--- src/rtl/bounded_message_deque_top_defines.svh ---
// Assertion macros shared by the deque RTL files.
`ifndef BOUNDED_MESSAGE_DEQUE_TOP_DEFINES_SVH
`define BOUNDED_MESSAGE_DEQUE_TOP_DEFINES_SVH

`ifndef SYNTHESIS
`define BMD_ASSERT_NOW(lbl, expr) \
    lbl: assert property (@(posedge clk) disable iff (!rst_n) (expr)) \
        else $error("deque check failed");
`define BMD_ASSERT_NEXT(lbl, ante, cons) \
    lbl: assert property (@(posedge clk) disable iff (!rst_n) (ante) |=> (cons)) \
        else $error("deque check failed");
`else
`define BMD_ASSERT_NOW(lbl, expr)
`define BMD_ASSERT_NEXT(lbl, ante, cons)
`endif

`endif

--- src/rtl/bmd_pkg.sv ---
// Types and constants of the bounded message deque.
package bmd_pkg;

    localparam int DEPTH      = 16;
    localparam int WORD_WIDTH = 64;
    localparam int PTR_W      = $clog2(DEPTH);
    localparam int CNT_W      = $clog2(DEPTH + 1);
    localparam int LIMIT_W    = 5;
    localparam int PORT_W     = 64;

    typedef enum logic [1:0] {
        ACT_PUSH_BACK  = 2'd0,
        ACT_PUSH_FRONT = 2'd1,
        ACT_POP_FRONT  = 2'd2,
        ACT_POLL       = 2'd3
    } action_t;

    typedef enum logic [1:0] {
        ST_DONE  = 2'd0,
        ST_FULL  = 2'd1,
        ST_EMPTY = 2'd2
    } status_t;

    typedef struct packed {
        action_t                 action;
        logic [WORD_WIDTH-1:0]   word;
    } req_t;

    typedef struct packed {
        status_t                 status;
        logic [WORD_WIDTH-1:0]   popped;
        logic                    readable;
        logic                    writable;
        logic                    event_pending;
        logic [CNT_W-1:0]        count;
    } res_t;

endpackage

--- src/rtl/bmd_core.sv ---
// Deque state, entry store and result register.
`include "bounded_message_deque_top_defines.svh"

module bmd_core (
    input  logic                    clk,
    input  logic                    rst_n,
    input  logic                    req_valid,
    input  bmd_pkg::req_t           req,
    input  logic [bmd_pkg::LIMIT_W-1:0] fill_limit,
    output logic                    res_valid,
    output bmd_pkg::res_t           res
);
    import bmd_pkg::*;

    logic [WORD_WIDTH-1:0] store_mem [DEPTH];

    logic [PTR_W-1:0] front_reg, front_next;
    logic [CNT_W-1:0] count_reg, count_next;
    logic             readable_reg, readable_next;
    logic             writable_reg, writable_next;
    logic             event_reg, event_next;
    logic             done_reg;
    res_t             res_reg, res_next;
    logic [WORD_WIDTH-1:0] popped_reg;

    logic [CNT_W-1:0] limit;
    logic [CNT_W-1:0] count_inc;
    logic [CNT_W-1:0] count_dec;
    logic             is_push;
    logic             is_full;
    logic             wr_en;
    logic             pop_en;
    logic [PTR_W-1:0] wr_addr;

    always_comb
    begin
        if (fill_limit == '0 || fill_limit > LIMIT_W'(DEPTH))
        begin
            limit = CNT_W'(DEPTH);
        end
        else
        begin
            limit = CNT_W'(fill_limit);
        end
    end

    assign count_inc = count_reg + CNT_W'(1);
    assign count_dec = count_reg - CNT_W'(1);
    assign is_push   = (req.action == ACT_PUSH_BACK) || (req.action == ACT_PUSH_FRONT);
    assign is_full   = count_reg >= limit;

    always_comb
    begin
        front_next    = front_reg;
        count_next    = count_reg;
        readable_next = readable_reg;
        writable_next = writable_reg;
        event_next    = event_reg;
        wr_en         = 1'b0;
        pop_en        = 1'b0;
        wr_addr       = front_reg + count_reg[PTR_W-1:0];
        res_next      = '0;
        res_next.status = ST_DONE;
        if (req_valid)
        begin
            case (req.action)
                ACT_PUSH_BACK, ACT_PUSH_FRONT:
                begin
                    if (is_full)
                    begin
                        res_next.status = ST_FULL;
                    end
                    else
                    begin
                        if (!readable_reg)
                        begin
                            event_next = 1'b1;
                        end
                        readable_next = 1'b1;
                        if (count_inc >= limit)
                        begin
                            writable_next = 1'b0;
                        end
                        if (req.action == ACT_PUSH_FRONT)
                        begin
                            front_next = front_reg - PTR_W'(1);
                            wr_addr    = front_reg - PTR_W'(1);
                        end
                        wr_en      = 1'b1;
                        count_next = count_inc;
                    end
                end
                ACT_POP_FRONT:
                begin
                    if (count_reg == '0)
                    begin
                        res_next.status = ST_EMPTY;
                    end
                    else
                    begin
                        if (!writable_reg && count_dec < limit)
                        begin
                            writable_next = 1'b1;
                            event_next    = 1'b1;
                        end
                        if (count_dec == '0)
                        begin
                            readable_next = 1'b0;
                        end
                        pop_en          = 1'b1;
                        front_next      = front_reg + PTR_W'(1);
                        count_next      = count_dec;
                    end
                end
                ACT_POLL:
                begin
                    event_next = 1'b0;
                end
                default:
                begin
                    event_next = event_reg;
                end
            endcase
        end
        res_next.readable      = readable_next;
        res_next.writable      = writable_next;
        res_next.event_pending = event_next;
        res_next.count         = count_next;
    end

    // hold the entry store; write one slot per accepted push, read the front on a pop
    always_ff @(posedge clk)
    begin
        if (wr_en)
        begin
            store_mem[wr_addr] <= req.word;
        end
        popped_reg <= pop_en ? store_mem[front_reg] : '0;
    end

    always_ff @(posedge clk or negedge rst_n)
    begin
        if (!rst_n)
        begin
            front_reg    <= '0;
            count_reg    <= '0;
            readable_reg <= 1'b0;
            writable_reg <= 1'b1;
            event_reg    <= 1'b1;
            done_reg     <= 1'b0;
        end
        else
        begin
            front_reg    <= front_next;
            count_reg    <= count_next;
            readable_reg <= readable_next;
            writable_reg <= writable_next;
            event_reg    <= event_next;
            done_reg     <= req_valid;
        end
    end

    always_ff @(posedge clk)
    begin
        res_reg <= res_next;
    end

    assign res_valid = done_reg;

    always_comb
    begin
        res        = res_reg;
        res.popped = popped_reg;
    end

    `BMD_ASSERT_NOW(a_count_bound, count_reg <= CNT_W'(DEPTH))
    `BMD_ASSERT_NOW(a_readable_tracks_count, readable_reg == (count_reg != '0))
    `BMD_ASSERT_NEXT(a_refused_push_keeps_state, req_valid && is_push && is_full,
        count_reg == $past(count_reg) && front_reg == $past(front_reg))
    `BMD_ASSERT_NEXT(a_result_follows_request, req_valid,
        done_reg && res_reg.count == count_reg)

endmodule

--- src/rtl/bounded_message_deque_top.sv ---
// Top level of the bounded message deque: request and limit registers.
//
//  channel   direction  handshake                payload
//  request   in         start (busy low)         action, message_word
//  result    out        done, one-cycle strobe   status, popped_word, readable_flag,
//                                                writable_flag, event_pending, entry_count
//  limit     in         fill_limit_we            fill_limit
//
// One request per cycle; done strobes after the request and core result registers.
// Throughput is set by the single execute stage that updates the deque state.
// busy stays low: the receiver cannot stall, so no request is ever held off.
// Reset clears the deque to empty, readable 0, writable 1, event pending 1, limit 0.
`include "bounded_message_deque_top_defines.svh"

module bounded_message_deque_top (
    input  logic                        clk,
    input  logic                        rst_n,
    input  logic                        start,
    output logic                        busy,
    input  logic [1:0]                  action,
    input  logic [bmd_pkg::PORT_W-1:0]  message_word,
    input  logic                        fill_limit_we,
    input  logic [bmd_pkg::LIMIT_W-1:0] fill_limit,
    output logic                        done,
    output logic [1:0]                  status,
    output logic [bmd_pkg::PORT_W-1:0]  popped_word,
    output logic                        readable_flag,
    output logic                        writable_flag,
    output logic                        event_pending,
    output logic [bmd_pkg::CNT_W-1:0]   entry_count
);
    import bmd_pkg::*;

    logic               req_valid_reg;
    req_t               req_reg, req_next;
    logic [LIMIT_W-1:0] limit_reg;
    logic               res_valid;
    res_t               res;
    logic               accept;

    assign busy   = 1'b0;
    assign accept = start && !busy;

    always_comb
    begin
        req_next.action = action_t'(action);
        req_next.word   = message_word[WORD_WIDTH-1:0];
    end

    always_ff @(posedge clk or negedge rst_n)
    begin
        if (!rst_n)
        begin
            req_valid_reg <= 1'b0;
            limit_reg     <= '0;
        end
        else
        begin
            req_valid_reg <= accept;
            if (fill_limit_we)
            begin
                limit_reg <= fill_limit;
            end
        end
    end

    // capture the request payload
    always_ff @(posedge clk)
    begin
        if (accept)
        begin
            req_reg <= req_next;
        end
    end

    bmd_core u_core (
        .clk        (clk),
        .rst_n      (rst_n),
        .req_valid  (req_valid_reg),
        .req        (req_reg),
        .fill_limit (limit_reg),
        .res_valid  (res_valid),
        .res        (res)
    );

    assign done          = res_valid;
    assign status        = res.status;
    assign popped_word   = PORT_W'(res.popped);
    assign readable_flag = res.readable;
    assign writable_flag = res.writable;
    assign event_pending = res.event_pending;
    assign entry_count   = res.count;

    `BMD_ASSERT_NEXT(a_accept_reaches_core, accept, req_valid_reg)
    `BMD_ASSERT_NEXT(a_done_two_after_start, accept, ##1 done)
    `BMD_ASSERT_NOW(a_status_legal, !done || status != 2'd3)

endmodule

--- config.mk ---
export PLATFORM = sky130hd
export DESIGN_NAME = bounded_message_deque_top
export DESIGN_NICKNAME = d
export VERILOG_FILES = /design/src/rtl/bmd_pkg.sv /design/src/rtl/bmd_core.sv /design/src/rtl/bounded_message_deque_top.sv
export VERILOG_INCLUDE_DIRS = /design/src /design/src/rtl
export SDC_FILE = /design/constraint.sdc
export NUM_CORES = 1
export LEC_CHECK = 0
export BUFFER_PORTS_ARGS = -buffer_cell sky130_fd_sc_hd__buf_4
export CAP_MARGIN = 10
export CELL_PAD_IN_SITES_DETAIL_PLACEMENT = 0
export CELL_PAD_IN_SITES_GLOBAL_PLACEMENT = 1
export CORE_MARGIN = 5
export CORE_UTILIZATION = 25
export CTS_CLUSTER_SIZE = 24
export DETAILED_ROUTE_END_ITERATION = 8
export PLACE_DENSITY_LB_ADDON = 0.1
export SLEW_MARGIN = 15
export SYNTH_ARGS = -nofsm -noshare
export SYNTH_HDL_FRONTEND = slang
export SYNTH_SLANG_ARGS = --single-unit
--- constraint.sdc ---
create_clock -name clk -period 10.8 [get_ports clk]
set_input_delay 1.62 -clock clk [delete_from_list [all_inputs] [get_ports clk]]
set_output_delay 1.62 -clock clk [all_outputs]
set_load 0.1 [all_outputs]
==> impl_metrics.csv <==
group,metric,value,unit
status,status,"finished, final reports clean",
cts,cts_hold_buffers,0,
die,dieWidth,431,µm
die,design.core.area,176000,µm²
yosys,synth_xor_area_share,0.297,%
pwr,internal_power,9.64,mW
critical_path,r2r_cells,10,
timing,finalCritPeriodShare,47.4,%
yosys,ys.warnings.count,0,
critical_path,timing.critical_path.mode_cell,"buf_4",
critical_path,worstPathArrival,5510,ps
timing,finalSetupViolCount,0,
worst_hold_path,holdPathStages,1,
timing,finalMaxSlewViolations,0,
critical_path,path_cells,"buf_4 -> inv_1 -> ha_1 -> xor2_1 -> o2111ai_1 -> a21oi_2 -> nand2b_1 -> o32ai_4 -> buf_4 -> buf_4",
cts,clockRootBuffer,"clkbuf_16",
yosys,syn-num-nets,2035,
die,die_y,431,µm
place,place_ws,5470,ps
cts,clkTransAtPathRegs,60,ps
yosys,synthFlopType,"edfxtp_1",
cts,htree_levels,4,
final_layout,syn2layout_area_growth,19.5,%
die,start_util,25.1,%
yosys,synth_top_family_by_area,"multiplexers",
critical_path,crit_type,"reg -> reg",
timing,hold_violations,0,
critical_path,endpoint_kind,"flop",
yosys,muxShareOfSynthArea,16.1,%
yosys,synth_top_area_share,74.0,%
pwr,seqPwrFrac,41.2,%
routing,drtPass1Iterations,5,
final_layout,multi_input_area,9150,µm²
place,hpwl,69.0,mm
cts,cts.sinks,1183,
cts,cts_tree,"done",
yosys,yosysUniqueCellTypes,54,
final_layout,nNetsFinal,2276,
yosys,synth_edf_count,1090,
critical_path,crit_fanout,41,
routing,drc_errors,0,
routing,vias,20200,
pwr,p_sw,4.46,mW
timing,setup_ws,5680,ps
die,pin_count,151,
timing,setup_tns,0,ps
routing,viasPerCell,4.37,
final_layout,layout-drive-gt1-share,30.1,%
global_routing,grt_pass1_vias,22100,
yosys,synth-seq-area-share,78.4,%
yosys,syn_inst,1930,
routing,wirelength,121,mm
pwr,swShare,31.7,%
global_routing,grt_pass1_wl,171,mm
pwr,ir_worst_vdd,0.176,mV
yosys,yosys.area_share.simple,1.06,%
pwr,power_frac_comb,25.9,%
timing,fin_skew,28.6,ps
routing,dr.first_iter.drc_count,1281,
yosys,syn_area,44200,µm²
die,design.die.area,185000,µm²
job,maxCapViolCount,0,
routing,wl_per_cell,26.1,µm
global_routing,grt.overflow.total,0,
yosys,postSynthAreaPerCell,22.9,µm²
final_layout,regArea,34700,µm²
yosys,yosys.area.top_type,"edfxtp_1",
cts,cts_resized,0,
yosys,synth_fa_ha_area_share,0.865,%
timing,slew_headroom,24.8,%
critical_path,crit_path_start_kind,"flop",
global_routing,antenna_found_initial,9,
yosys,synth_compound_area_share,1.79,%
timing,min_period,5120,ps
timing,tightest_slew,1130,ps
pwr,p_leak,17.0,nW
die,fp-row-count,154,
critical_path,max_stage_delay,910,ps
cts,cts_setup_buffers,0,
yosys,synthTopCellsByArea,"edfxtp_1, mux4_2, dfxtp_1",
worst_hold_path,holdCritPathClass,"reg -> reg",
yosys,ys_ff_latch,1183,
cts,cts.path.max_buffers,3,
critical_path,slowest_stage,"dfrtp_4",
yosys,async_flop_share,1.61,%
final_layout,largest_reg_flops,1024,
cts,clk_latency,770,ps
pwr,power.density,267,nW/µm²
global_routing,grt_start_max_net_pins,123,
cts,cts_made_buffers,143,
place,gp_congestion,0.698,
place,io_buffers,149,
final_layout,fillers,17100,
global_routing,track_usage,12.9,%
routing,ant_nets,0,
yosys,yosys-top-cells-count,"edfxtp_1, mux4_2, mux2i_1",
timing,fmax,195,MHz
timing,grt_setup_unrepaired,"no",
pwr,p_clk_share,32.8,%
critical_path,cp_data_required_time,11190,ps
yosys,synthMostInstantiatedCell,"edfxtp_1",
cells by family (layout without fill, tap and decap cells):
logic type               Yosys count  in the layout
AO/OA/AOI/OAI                    122            122
XOR/XNOR                          15             15
adder cells (fa/ha/maj)           30             30
buffers and inverters            107            466
flip-flops                      1183           1183
multiplexers                     389            389
other                              1              6
AND/OR/NAND/NOR                   83             83
power groups by stage:
stage	clock network [mW]	logic (mW)	registers [mW]
after detailed placement	0	3.78	5.93
after floorplan	0	2.29	6.13
after global routing	5.00	3.93	5.87
final	4.63	3.66	5.81
after global placement	0	3.80	5.90
after CTS	4.83	3.79	5.83
layer usage:
layer  up-vias  part of all wire, %  GRT usage [%]
met5         -                0.011              0
met4         2                  2.3           3.52
met3       184                  4.2           2.77
met2       382                   48           20.9
met1     11000                   46           17.7
li1       8648                    -              -
path summary, 6_finish.rpt:
kind                                      from                       to  slack [ps]
max in group asynchronous                rst_n      u_core.writable_reg        9770
min                               limit_reg[0]             limit_reg[0]         530
max reg2reg                u_core.front_reg[0]  u_core.store_mem[4][17]        5680
min in group asynchronous                rst_n             limit_reg[0]         740
max                        u_core.front_reg[0]  u_core.store_mem[4][17]        5680
min reg2reg                       limit_reg[0]             limit_reg[0]         530
final cells by class:
cell class              instances  area share [%]
multi-input cells             640            17.3
well taps                    2340            5.54
flip-flops and latches       1183            65.6
diodes                          5          0.0237
inverters                      10          0.0710
repair buffers                193            2.81
clock inverters                58           0.880
clock buffers                 205            7.75
critical path: cells and delay by family, from the launching register on:
kind,cells,cell delay [ps]
DFF,1,910
AOI/OAI and AO/OA,3,720
adders and majority gates,1,270
xor gates and xnor gates,1,260
buffers and inverters,4,2110
and+or+nand+nor,1,280
cells in the final DEF, fill, tap and decap left out, types with 18 or more instances in the layout:
master     netlist  routed
dfxtp_1         74      74
mux4_2         256     256
mux2i_1        129     129
nand2_1         20      20
clkbuf_16        0     148
clkbuf_1        12      39
ha_1            29      29
edfxtp_1      1090    1090
o22ai_1         72      64
buf_4            3     190
clkbuf_8         0      18
clkinv_2         0      24
per-stage QoR:
stage / total power, mW / cells / hold WS, ps / instance area [µm²] / utilization (%)
after detailed placement: 9.71 / 4366 / 528 / 48300 / 27.4
after CTS: 14.5 / 4629 / 546 / 52900 / 30.0
after global routing: 14.8 / 4630 / 564 / 52900 / 30.0
final: 14.1 / 4634 / 533 / 52900 / 30.0
after floorplan: 8.43 / 1930 / 370 / 44200 / -
after global placement: 9.70 / 4366 / 516 / 48300 / 27.4
Note: power is estimated with default switching activity, not from simulation.
